===== config.mk =====
export PLATFORM = sky130hd
export DESIGN_NAME = run_fill_copy_segmenter_core
export DESIGN_NICKNAME = d
export VERILOG_FILES = /design/src/rfcs_pkg.sv /design/src/rfcs_seg_engine.sv /design/src/rfcs_out_buf.sv /design/src/run_fill_copy_segmenter_core.sv
export SDC_FILE = /design/constraint.sdc
export NUM_CORES = 1
export LEC_CHECK = 0
export ABC_AREA = 0
export BUFFER_PORTS_ARGS = -buffer_cell sky130_fd_sc_hd__buf_2
export CAP_MARGIN = 25
export CORE_MARGIN = 3
export CORE_UTILIZATION = 40
export CTS_CLUSTER_DIAMETER = 80
export DETAILED_ROUTE_END_ITERATION = 6
export PLACE_DENSITY_LB_ADDON = 0.05
export SLEW_MARGIN = 0
export SYNTH_ARGS = -nofsm -noshare
export SYNTH_HDL_FRONTEND = slang
export SYNTH_SLANG_ARGS = --single-unit

===== constraint.sdc =====
create_clock -name aclk -period 55.2 [get_ports aclk]
set_input_delay 16.56 -clock aclk [delete_from_list [all_inputs] [get_ports aclk]]
set_output_delay 16.56 -clock aclk [all_outputs]
set_load 0.005 [all_outputs]

===== src/rfcs_pkg.sv =====
// Shared types and constants for the run fill / copy segmenter.
package rfcs_pkg;

    localparam int unsigned ADDRESS_SPACE_DEFAULT   = 65536;
    localparam int unsigned PROTECTED_LIMIT_DEFAULT = 544;

    localparam int unsigned ADDR_W   = 16;
    localparam int unsigned POS_W    = 17;
    localparam int unsigned LEN_W    = 17;
    localparam int unsigned BYTE_W   = 8;
    localparam int unsigned THR_W    = 8;
    localparam int unsigned S_DATA_W = 8;
    localparam int unsigned M_DATA_W = 64;

    localparam logic [THR_W-1:0] THRESHOLD_RESET = 8'd27;

    localparam int unsigned CFG_INDEX_W = 2;
    localparam int unsigned CFG_DATA_W  = 16;
    localparam logic [CFG_INDEX_W-1:0] REG_START_ADDRESS   = 2'd0;
    localparam logic [CFG_INDEX_W-1:0] REG_FIXED_PORT_MODE = 2'd1;
    localparam logic [CFG_INDEX_W-1:0] REG_RUN_THRESHOLD   = 2'd2;

    localparam int unsigned MAX_SEGS  = 4;
    localparam int unsigned SEG_CNT_W = 3;
    localparam int unsigned SLOT_W    = 2;

    localparam logic KIND_COPY = 1'b0;
    localparam logic KIND_FILL = 1'b1;

    typedef struct packed {
        logic              kind;
        logic [ADDR_W-1:0] address;
        logic [ADDR_W-1:0] offset;
        logic [LEN_W-1:0]  length;
        logic [BYTE_W-1:0] value;
        logic              last;
    } seg_t;

    typedef struct packed {
        logic [ADDR_W-1:0] start_address;
        logic              fixed_port_mode;
        logic [THR_W-1:0]  run_threshold;
        logic [ADDR_W-1:0] start_wrapped;   // start_address modulo the address space
    } cfg_t;

    typedef struct packed {
        logic [SEG_CNT_W-1:0]         count;
        seg_t [MAX_SEGS-1:0]          slot;
    } seg_bundle_t;

endpackage


===== src/rfcs_seg_engine.sv =====
// Run tracking state and the combinational segment decision for one byte.
module rfcs_seg_engine #(
    parameter int unsigned ADDRESS_SPACE   = rfcs_pkg::ADDRESS_SPACE_DEFAULT,
    parameter int unsigned PROTECTED_LIMIT = rfcs_pkg::PROTECTED_LIMIT_DEFAULT
) (
    input  logic                       aclk,
    input  logic                       aresetn,
    input  rfcs_pkg::cfg_t             cfg,
    input  logic [rfcs_pkg::BYTE_W-1:0] item_byte,
    input  logic                       item_last,
    input  logic                       advance,
    output rfcs_pkg::seg_bundle_t      bundle
);

    localparam logic [rfcs_pkg::POS_W-1:0] AS_L = rfcs_pkg::POS_W'(ADDRESS_SPACE);
    localparam int unsigned PCW = (PROTECTED_LIMIT > 0) ? $clog2(PROTECTED_LIMIT + 1) : 1;
    localparam int unsigned LIM_W = 11;
    localparam logic [LIM_W-1:0] PL_L = LIM_W'(PROTECTED_LIMIT);
    localparam int unsigned NCAND = 6;

    logic [rfcs_pkg::POS_W-1:0]  pos_reg, pos_next;
    logic [rfcs_pkg::POS_W-1:0]  seg_start_reg, seg_start_next;
    logic [rfcs_pkg::POS_W-1:0]  run_start_reg, run_start_next;
    logic [rfcs_pkg::LEN_W-1:0]  run_len_reg, run_len_next;
    logic [rfcs_pkg::BYTE_W-1:0] run_value_reg, run_value_next;
    logic [PCW-1:0]              prot_cnt_reg, prot_cnt_next;

    logic [rfcs_pkg::THR_W-1:0]  thr_eff;
    logic [LIM_W-1:0]            limit;
    logic                        in_prot;
    logic [rfcs_pkg::POS_W-1:0]  pos1;
    logic                        finish;
    logic [rfcs_pkg::POS_W-1:0]  seg2, seg3, rs2;
    logic [rfcs_pkg::LEN_W-1:0]  rl2;
    logic [rfcs_pkg::BYTE_W-1:0] rv2;
    logic [PCW-1:0]              pc2;
    rfcs_pkg::seg_t              cand [NCAND];
    logic [NCAND-1:0]            cand_v;
    logic [rfcs_pkg::SEG_CNT_W-1:0] cnt;

    function automatic rfcs_pkg::seg_t make_seg(
        input logic                        kind,
        input logic [rfcs_pkg::POS_W-1:0]  off,
        input logic [rfcs_pkg::LEN_W-1:0]  len,
        input logic [rfcs_pkg::BYTE_W-1:0] val,
        input rfcs_pkg::cfg_t              c
    );
        rfcs_pkg::seg_t              s;
        logic [rfcs_pkg::POS_W-1:0]  sum;
        sum = {1'b0, c.start_wrapped} + off;
        if (sum >= AS_L) begin
            sum = sum - AS_L;
        end
        s.kind    = kind;
        s.address = c.fixed_port_mode ? c.start_address : sum[rfcs_pkg::ADDR_W-1:0];
        s.offset  = off[rfcs_pkg::ADDR_W-1:0];
        s.length  = len;
        s.value   = val;
        s.last    = 1'b0;
        return s;
    endfunction

    always_comb begin
        thr_eff = (cfg.run_threshold == '0) ? rfcs_pkg::THR_W'(1) : cfg.run_threshold;
        limit   = '0;
        if (!cfg.fixed_port_mode && (cfg.start_address < rfcs_pkg::ADDR_W'(PL_L))) begin
            limit = PL_L - cfg.start_address[LIM_W-1:0];
        end
        in_prot = pos_reg < rfcs_pkg::POS_W'(limit);

        for (int i = 0; i < NCAND; i++) begin
            cand[i] = '0;
        end
        cand_v = '0;

        seg2 = seg_start_reg;
        rs2  = run_start_reg;
        rl2  = run_len_reg;
        rv2  = run_value_reg;
        pc2  = prot_cnt_reg;

        if (in_prot) begin
            pc2 = prot_cnt_reg + PCW'(1);
        end else if (run_len_reg == '0) begin
            seg2 = pos_reg;
            rs2  = pos_reg;
            rv2  = item_byte;
            rl2  = rfcs_pkg::LEN_W'(1);
        end else if (item_byte == run_value_reg) begin
            rl2 = run_len_reg + rfcs_pkg::LEN_W'(1);
        end else begin
            // A different byte ends the current run; settle it if long enough.
            if (run_len_reg >= rfcs_pkg::LEN_W'(thr_eff)) begin
                cand_v[0] = run_start_reg > seg_start_reg;
                cand[0]   = make_seg(rfcs_pkg::KIND_COPY, seg_start_reg,
                                     run_start_reg - seg_start_reg, '0, cfg);
                cand_v[1] = 1'b1;
                cand[1]   = make_seg(rfcs_pkg::KIND_FILL, run_start_reg, run_len_reg,
                                     run_value_reg, cfg);
                seg2      = run_start_reg + run_len_reg;
            end
            rs2 = pos_reg;
            rv2 = item_byte;
            rl2 = rfcs_pkg::LEN_W'(1);
        end

        pos1   = pos_reg + rfcs_pkg::POS_W'(1);
        finish = item_last || (pos1 >= AS_L);
        seg3   = seg2;

        if (finish && (rl2 != '0)) begin
            if (rl2 >= rfcs_pkg::LEN_W'(thr_eff)) begin
                cand_v[2] = rs2 > seg2;
                cand[2]   = make_seg(rfcs_pkg::KIND_COPY, seg2, rs2 - seg2, '0, cfg);
                cand_v[3] = 1'b1;
                cand[3]   = make_seg(rfcs_pkg::KIND_FILL, rs2, rl2, rv2, cfg);
                seg3      = rs2 + rl2;
            end
            cand_v[4] = pos1 > seg3;
            cand[4]   = make_seg(rfcs_pkg::KIND_COPY, seg3, pos1 - seg3, '0, cfg);
        end
        if (finish && (pc2 != '0)) begin
            // Held-back protected bytes go out as one copy, after everything else.
            cand_v[5] = 1'b1;
            cand[5]   = make_seg(rfcs_pkg::KIND_COPY, '0, rfcs_pkg::LEN_W'(pc2), '0, cfg);
        end

        bundle = '0;
        cnt    = '0;
        for (int i = 0; i < NCAND; i++) begin
            if (cand_v[i]) begin
                if (cnt < rfcs_pkg::SEG_CNT_W'(rfcs_pkg::MAX_SEGS)) begin
                    bundle.slot[cnt[rfcs_pkg::SLOT_W-1:0]] = cand[i];
                end
                cnt = cnt + rfcs_pkg::SEG_CNT_W'(1);
            end
        end
        if (finish && (cnt != '0)) begin
            bundle.slot[rfcs_pkg::SLOT_W'(cnt - rfcs_pkg::SEG_CNT_W'(1))].last = 1'b1;
        end
        bundle.count = cnt;

        if (finish) begin
            pos_next       = '0;
            seg_start_next = '0;
            run_start_next = '0;
            run_len_next   = '0;
            run_value_next = '0;
            prot_cnt_next  = '0;
        end else begin
            pos_next       = pos1;
            seg_start_next = seg2;
            run_start_next = rs2;
            run_len_next   = rl2;
            run_value_next = rv2;
            prot_cnt_next  = pc2;
        end
    end

    always_ff @(posedge aclk) begin
        if (!aresetn) begin
            pos_reg       <= '0;
            seg_start_reg <= '0;
            run_start_reg <= '0;
            run_len_reg   <= '0;
            run_value_reg <= '0;
            prot_cnt_reg  <= '0;
        end else if (advance) begin
            pos_reg       <= pos_next;
            seg_start_reg <= seg_start_next;
            run_start_reg <= run_start_next;
            run_len_reg   <= run_len_next;
            run_value_reg <= run_value_next;
            prot_cnt_reg  <= prot_cnt_next;
        end
    end

    // The segment start never runs ahead of the byte position within a transfer.
    a_seg_not_ahead: assert property (@(posedge aclk) disable iff (!aresetn)
        seg_start_reg <= pos_reg)
        else $error("segment start beyond byte position");

    // An open run always lies inside the bytes seen so far.
    a_run_inside: assert property (@(posedge aclk) disable iff (!aresetn)
        (run_len_reg != '0) |-> (run_start_reg + run_len_reg == pos_reg))
        else $error("open run does not end at byte position");

endmodule


===== src/rfcs_out_buf.sv =====
// Holds the segments settled by one byte and hands them out one beat at a time.
module rfcs_out_buf (
    input  logic                  aclk,
    input  logic                  aresetn,
    input  logic                  load,
    input  rfcs_pkg::seg_bundle_t bundle_in,
    input  logic                  m_tready,
    output logic                  m_tvalid,
    output rfcs_pkg::seg_t        head,
    output logic                  buf_free
);

    rfcs_pkg::seg_t [rfcs_pkg::MAX_SEGS-1:0] slot_reg;
    logic [rfcs_pkg::SEG_CNT_W-1:0]           count_reg;
    logic [rfcs_pkg::SLOT_W-1:0]              rd_reg;
    logic                                     valid_reg;
    logic                                     pop;
    logic                                     drain_last;

    assign pop        = valid_reg && m_tready;
    assign drain_last = pop &&
        (rd_reg == rfcs_pkg::SLOT_W'(count_reg - rfcs_pkg::SEG_CNT_W'(1)));
    assign buf_free   = !valid_reg || drain_last;
    assign m_tvalid   = valid_reg;
    assign head       = slot_reg[rd_reg];

    always_ff @(posedge aclk) begin
        if (!aresetn) begin
            valid_reg <= 1'b0;
            rd_reg    <= '0;
            count_reg <= '0;
        end else if (load) begin
            valid_reg <= 1'b1;
            rd_reg    <= '0;
            count_reg <= bundle_in.count;
        end else if (pop) begin
            if (drain_last) begin
                valid_reg <= 1'b0;
            end else begin
                rd_reg <= rd_reg + rfcs_pkg::SLOT_W'(1);
            end
        end
    end

    always_ff @(posedge aclk) begin
        if (load) begin
            slot_reg <= bundle_in.slot;
        end
    end

    // A new group of segments only lands once the previous one is fully drained.
    a_load_when_free: assert property (@(posedge aclk) disable iff (!aresetn)
        load |-> buf_free)
        else $error("segment group overwritten before drained");

    // A held group always has between one and four segments.
    a_count_range: assert property (@(posedge aclk) disable iff (!aresetn)
        valid_reg |-> (count_reg != '0) &&
                      (count_reg <= rfcs_pkg::SEG_CNT_W'(rfcs_pkg::MAX_SEGS)))
        else $error("held segment count out of range");

endmodule


===== src/run_fill_copy_segmenter_core.sv =====
// Top level of the run fill / copy segmenter: configuration, input register and output.
//
// The block takes the bytes of one write transfer, one beat per byte with tlast on the
// final byte, and emits segment descriptors: a run of one byte value at least
// run_threshold long becomes a fill segment, the bytes between such runs become copy
// segments, and in memory mode the bytes addressed below the protected limit are held
// back and reported as one copy segment at the very end of the transfer. A segment is
// emitted once it is settled, so the descriptors for a run appear when the run is
// broken by a different byte or by the end of the transfer; m_tlast marks the final
// descriptor of a transfer. One byte can be accepted in every clock cycle. A byte that
// settles k segments (at most four) holds the output side for k beats, because a
// four-entry holding buffer delivers one descriptor per beat. Bytes that settle nothing
// pass meanwhile, but the next byte that settles any segments waits in the input
// register until the last held descriptor leaves, so it stalls the input while the held
// descriptors drain; while m_tready is low the stall lasts as long as the receiver holds
// off. The first descriptor of a byte passes the input register, then the holding buffer.
// Memory addresses wrap modulo the address space; the start address is reduced once,
// when it is written, through a 256-entry constant table. Configuration is written over
// the plain write port and must only change while no transfer is in flight. No clearing
// pass is needed after reset.
module run_fill_copy_segmenter_core #(
    parameter int unsigned ADDRESS_SPACE   = rfcs_pkg::ADDRESS_SPACE_DEFAULT,
    parameter int unsigned PROTECTED_LIMIT = rfcs_pkg::PROTECTED_LIMIT_DEFAULT
) (
    input  logic                            aclk,
    input  logic                            aresetn,
    // Configuration write port.
    input  logic                            cfg_wr_en,
    input  logic [rfcs_pkg::CFG_INDEX_W-1:0] cfg_index,
    input  logic [rfcs_pkg::CFG_DATA_W-1:0]  cfg_wdata,
    // Byte stream in.
    input  logic                            s_tvalid,
    output logic                            s_tready,
    input  logic [rfcs_pkg::S_DATA_W-1:0]   s_tdata,   // [7:0] data_byte
    input  logic                            s_tlast,   // last_byte
    // Segment descriptors out.
    output logic                            m_tvalid,
    input  logic                            m_tready,
    // [15:0] seg_address, [31:16] seg_offset, [48:32] seg_length,
    // [56:49] fill_value, [63:57] zero
    output logic [rfcs_pkg::M_DATA_W-1:0]   m_tdata,
    output logic                            m_tuser,   // seg_kind
    output logic                            m_tlast    // seg_last
);

    localparam logic [rfcs_pkg::POS_W-1:0] AS_L = rfcs_pkg::POS_W'(ADDRESS_SPACE);
    localparam int unsigned HI_ENTRIES = 256;

    // Configuration registers.
    rfcs_pkg::cfg_t cfg_reg;

    // Start address reduction: (hi * 256) mod ADDRESS_SPACE from a constant table,
    // plus the low byte, then one conditional subtract.
    logic [rfcs_pkg::ADDR_W-1:0] hi_mod [HI_ENTRIES];
    logic [rfcs_pkg::POS_W-1:0]  wrap_sum;
    logic [rfcs_pkg::ADDR_W-1:0] wrap_next;

    for (genvar g = 0; g < HI_ENTRIES; g++) begin : g_hi_mod
        localparam int unsigned HM = (g * 256) % ADDRESS_SPACE;
        assign hi_mod[g] = HM[rfcs_pkg::ADDR_W-1:0];
    end

    always_comb begin
        wrap_sum  = {1'b0, hi_mod[cfg_wdata[15:8]]} + rfcs_pkg::POS_W'(cfg_wdata[7:0]);
        wrap_next = (wrap_sum >= AS_L) ? rfcs_pkg::ADDR_W'(wrap_sum - AS_L)
                                       : wrap_sum[rfcs_pkg::ADDR_W-1:0];
    end

    always_ff @(posedge aclk) begin
        if (!aresetn) begin
            cfg_reg.start_address   <= '0;
            cfg_reg.fixed_port_mode <= 1'b0;
            cfg_reg.run_threshold   <= rfcs_pkg::THRESHOLD_RESET;
            cfg_reg.start_wrapped   <= '0;
        end else if (cfg_wr_en) begin
            unique case (cfg_index)
                rfcs_pkg::REG_START_ADDRESS: begin
                    cfg_reg.start_address <= cfg_wdata;
                    cfg_reg.start_wrapped <= wrap_next;
                end
                rfcs_pkg::REG_FIXED_PORT_MODE: begin
                    cfg_reg.fixed_port_mode <= cfg_wdata[0];
                end
                rfcs_pkg::REG_RUN_THRESHOLD: begin
                    cfg_reg.run_threshold <= cfg_wdata[rfcs_pkg::THR_W-1:0];
                end
                default: begin
                end
            endcase
        end
    end

    // Input register. The byte held here is worked on in the cycle after its beat and
    // moves on (advance) unless its segments would overwrite ones still waiting.
    logic                         in_valid_reg;
    logic [rfcs_pkg::BYTE_W-1:0]  in_byte_reg;
    logic                         in_last_reg;
    logic                         advance;
    logic                         buf_free;
    rfcs_pkg::seg_bundle_t        bundle;
    rfcs_pkg::seg_t               head;

    assign advance  = in_valid_reg && ((bundle.count == '0) || buf_free);
    assign s_tready = !in_valid_reg || advance;

    always_ff @(posedge aclk) begin
        if (!aresetn) begin
            in_valid_reg <= 1'b0;
        end else if (s_tvalid && s_tready) begin
            in_valid_reg <= 1'b1;
        end else if (advance) begin
            in_valid_reg <= 1'b0;
        end
    end

    always_ff @(posedge aclk) begin
        if (s_tvalid && s_tready) begin
            in_byte_reg <= s_tdata[rfcs_pkg::BYTE_W-1:0];
            in_last_reg <= s_tlast;
        end
    end

    rfcs_seg_engine #(
        .ADDRESS_SPACE   (ADDRESS_SPACE),
        .PROTECTED_LIMIT (PROTECTED_LIMIT)
    ) u_engine (
        .aclk      (aclk),
        .aresetn   (aresetn),
        .cfg       (cfg_reg),
        .item_byte (in_byte_reg),
        .item_last (in_last_reg),
        .advance   (advance),
        .bundle    (bundle)
    );

    rfcs_out_buf u_out_buf (
        .aclk      (aclk),
        .aresetn   (aresetn),
        .load      (advance && (bundle.count != '0)),
        .bundle_in (bundle),
        .m_tready  (m_tready),
        .m_tvalid  (m_tvalid),
        .head      (head),
        .buf_free  (buf_free)
    );

    assign m_tdata = {7'd0, head.value, head.length, head.offset, head.address};
    assign m_tuser = head.kind;
    assign m_tlast = head.last;

    // One byte never settles more segments than the holding buffer has entries.
    a_bundle_fits: assert property (@(posedge aclk) disable iff (!aresetn)
        in_valid_reg |-> (bundle.count <= rfcs_pkg::SEG_CNT_W'(rfcs_pkg::MAX_SEGS)))
        else $error("byte settles more segments than the buffer holds");

    // A byte that is held back keeps its place in the input register.
    a_hold_byte: assert property (@(posedge aclk) disable iff (!aresetn)
        (in_valid_reg && !advance) |=> (in_valid_reg && $stable(in_byte_reg)))
        else $error("held byte lost from input register");

endmodule

==> metrics.md <==
| Metric | Value |
|---|---|
| First-pass GRT wire length | `224000 um` |
| Final hold violation count | `0` |
| Max FFs per register | `236` |
| Final Skew | `0.0178 ns` |
| HP Class | `flip-flop to flip-flop` |
| WHS Endpoint | `cfg_reg[31]` |
| First-pass DRT Iterations | `6` |
| Max cap viols | `0` |
| Synth async-reset ratio | `0%` |
| Largest family of logic cells by synthesized area | `compound AO/OA/AOI/OAI gates` |
| Slew Limit Fails | `0` |
| Crit-path cells | `buf_2, nand2_1, nand2_1, or2_2, buf_2` |
| Clk buf depth | `3` |
| Mean routed wirelength per cell | `31.8 um` |
| Die height | `291 um` |
| Clock-pin slew on the worst setup and hold paths | `0.06 ns` |
| Port Buffer Count | `92` |
| EDFF count, synth | `245` |
| #FFs+latches synth | `362` |
| WP data arrival | `17.70 ns` |
| Row count | `104` |
| Hold depth | `2` |
| CP top delay family | `simple AND/OR/NAND/NOR gates` |
| Width of the die | `291 um` |
| Layout Nets | `4139` |
| Clk root buf | `clkbuf_16` |
| Largest net degree at the start of global routing | `151` |
| Max Fclk | `29.2 MHz` |
| Reg2Reg Depth | `39` |
| Lkg Pwr | `13.2 nW` |
| Worst Setup End Kind | `output pin` |
| Full die area | `84900 um^2` |
| Nature of the critical path startpoint | `primary input` |
| YS warnings | `0` |
| Initial core utilization | `40.4%` |
| DP HPWL | `113000 um` |
| Setup total negative slack | `0 ns` |
| Post-synthesis sequential area ratio | `29.8%` |
| RSZ-0062 raised after global routing | `false` |
| R2r setup slk | `40.62 ns` |
| Worst skew pair latency | `0.63 ns` |
| Initial detailed-routing violation count | `4460` |
| Ports | `100` |
| Max stage delay cell, worst path | `or2_2` |
| Max-slew headroom at the worst pin | `19.2%` |
| Worst Max-Slew Pin Slew | `1.20 ns` |
| # DRC | `0` |
| HP Start | `cfg_reg[31]` |
| R2R Path Start | `cfg_reg[25]` |
| CTS H-tree lvls | `2` |
| Drt total wl | `159000 um` |
| Worst path depth | `5` |
| Critical R2R Capture | `u_out_buf.slot_reg[34]` |
| XOR/XNOR Fraction of Synth Area | `4.56%` |
| Post-route cell area | `36000 um^2` |
| CP max FO | `19` |
| Most common flop cell mapped by yosys | `edfxtp_1` |
| Post-CTS resize count | `0` |
| Area Growth Syn to Fin | `10.5%` |
| Critical path buffers and inverters | `2` |
| CP peak stage delay | `0.45 ns` |
| Clock Sinks | `362` |
| Status | `finished clean` |
| Worst hold margin | `0.455 ns` |
| Syn_area_per_cell | `8.32 um^2` |
| Initial antenna violation count | `10` |
| GRT Overall Usage | `36.2%` |
| Area share of and/or/nand/nor cells after synthesis | `18.2%` |
| Critical Path RT | `38.64 ns` |
| Remaining antenna violation count | `0` |
| Synthesized netlist cell count | `3916` |
| Setup bufs post-CTS | `0` |
| Overflow after GRT | `0` |
| Mux cell area share after synthesis | `7.89%` |
| Final Wtd Congestion | `1.01` |
| Yosys cell types | `109` |
| Adder-cell share of the synthesized area | `8.53%` |
| Hold-fix buffers, CTS | `0` |
| Peak supply drop | `0.0216 mV` |
| CTS Buf Count | `50` |
| Crit share post-route | `62.1%` |
| Compound-Gate Fraction of Synth Area | `25.3%` |
| Final setup violation count | `0` |
| Mapped Area | `32600 um^2` |
| Share of cells above drive strength 1 | `11.7%` |
| Setup Crit Path Kind | `primary input to output pin` |
| Vias in the first global route | `30000` |
| Core box area | `80500 um^2` |
| CTS tree | `built` |
| Vias | `32800` |
| Tmin final | `34.26 ns` |
| Post-DP Area | `34200 um^2` |
| PD cells | `24.4 nW/um^2` |
| Vias/cell | `6.57` |
[layer usage]
metal | track usage (%) | part of all wire [%] | vias to the layer above
met5 | 0 | 0.051 | -
met4 | 14.4 | 4.7 | 12
met3 | 12.9 | 14 | 388
met2 | 47.8 | 38 | 2005
met1 | 52.9 | 44 | 15800
li1 | - | - | 14600
[logic make-up after synthesis]
kind of cell | count (synthesis)
AOI/OAI and AO/OA | 1220
xor gates and xnor gates | 168
adders and majority gates | 216
buffers and inverters | 447
DFF | 362
muxes | 181
other | 2
and+or+nand+nor | 1320
[layout make-up]
type	count	area, um^2
clock buffers	55	1270
fillers	8093	44500
inverters	149	559
multi-input cells	3113	21200
clock inverters	39	526
repair buffers	215	1400
diodes	1	2.50
flip-flops and latches	362	9710
well taps	1060	1330
[worst min-delay path: stages, from the launching register on]
cell	delay (ns)
dfxtp_1	0.31
nand2_1	0.05
a21oi_1	0.05
[where the power goes]
group	leakage, nW	internal, mW	switching, mW
Clock	0.863	0.216	0.139
Combinational	9.25	0.0654	0.143
Sequential	3.11	0.309	0.00753
Total	13.2	0.590	0.289
[stage by stage]
stage / power, mW / cells / utilization (%) / setup slack [ns]
finish: 0.879 / 4994 / 44.7 / 20.94
global route: 0.907 / 4993 / 44.7 / 20.87
CTS: 0.878 / 4990 / 44.7 / 20.94
detailed placement: 0.523 / 4896 / 42.4 / 20.96
global placement: 0.523 / 4892 / 42.4 / 20.95
floorplan: 0.454 / 3922 / - / 21.38
[cell usage after synthesis (all sizes together) (17+ instances only)]
| cell | count | area (um^2) |
|---|---|---|
| a211o | 19 | 175 |
| a211oi | 87 | 653 |
| a21boi | 17 | 128 |
| a21o | 49 | 368 |
| a21oi | 282 | 1410 |
| a221oi | 37 | 324 |
| a22oi | 35 | 268 |
| a311oi | 24 | 234 |
| a31oi | 52 | 362 |
| and2 | 32 | 200 |
| and3 | 36 | 226 |
| buf | 82 | 488 |
| clkbuf | 216 | 811 |
| dfxtp | 117 | 2340 |
| edfxtp | 245 | 7360 |
| ha | 206 | 2580 |
| inv | 149 | 559 |
| mux2i | 107 | 1070 |
| mux4 | 59 | 1330 |
| nand2 | 525 | 1970 |
| nand2b | 21 | 131 |
| nand3 | 114 | 588 |
| nand4 | 19 | 125 |
| nor2 | 359 | 1350 |
| nor2b | 22 | 138 |
| nor3 | 96 | 490 |
| nor4 | 17 | 128 |
| o211ai | 91 | 683 |
| o21a | 30 | 225 |
| o21ai | 237 | 1190 |
| o221ai | 20 | 175 |
| o22ai | 47 | 294 |
| o311ai | 31 | 272 |
| o31ai | 28 | 234 |
| or3 | 39 | 249 |
| xnor2 | 99 | 867 |
| xor2 | 68 | 596 |
[how the worst max path moves through the flow]
stage                        start        to  slack [ns]
after floorplan           m_tready  s_tready       21.38
after global placement    m_tready  s_tready       20.95
after detailed placement  m_tready  s_tready       20.96
after CTS                 m_tready  s_tready       20.94
after global routing      m_tready  s_tready       20.87
final                     m_tready  s_tready       20.94
[placed cells by master, fill, tap and decap left out, drive strengths merged, types with 59 or more instances in the layout]
| cell type | instances |
|---|---|
| nor2 | 359 |
| o21ai | 237 |
| nand3 | 114 |
| mux2i | 107 |
| nor3 | 96 |
| o211ai | 91 |
| dfxtp | 117 |
| edfxtp | 245 |
| a211oi | 87 |
| nand2 | 525 |
| buf | 212 |
| xor2 | 68 |
| inv | 155 |
| xnor2 | 99 |
| ha | 206 |
| mux4 | 59 |
| a21oi | 282 |
No activity file was read; power rests on OpenSTA's default activity.
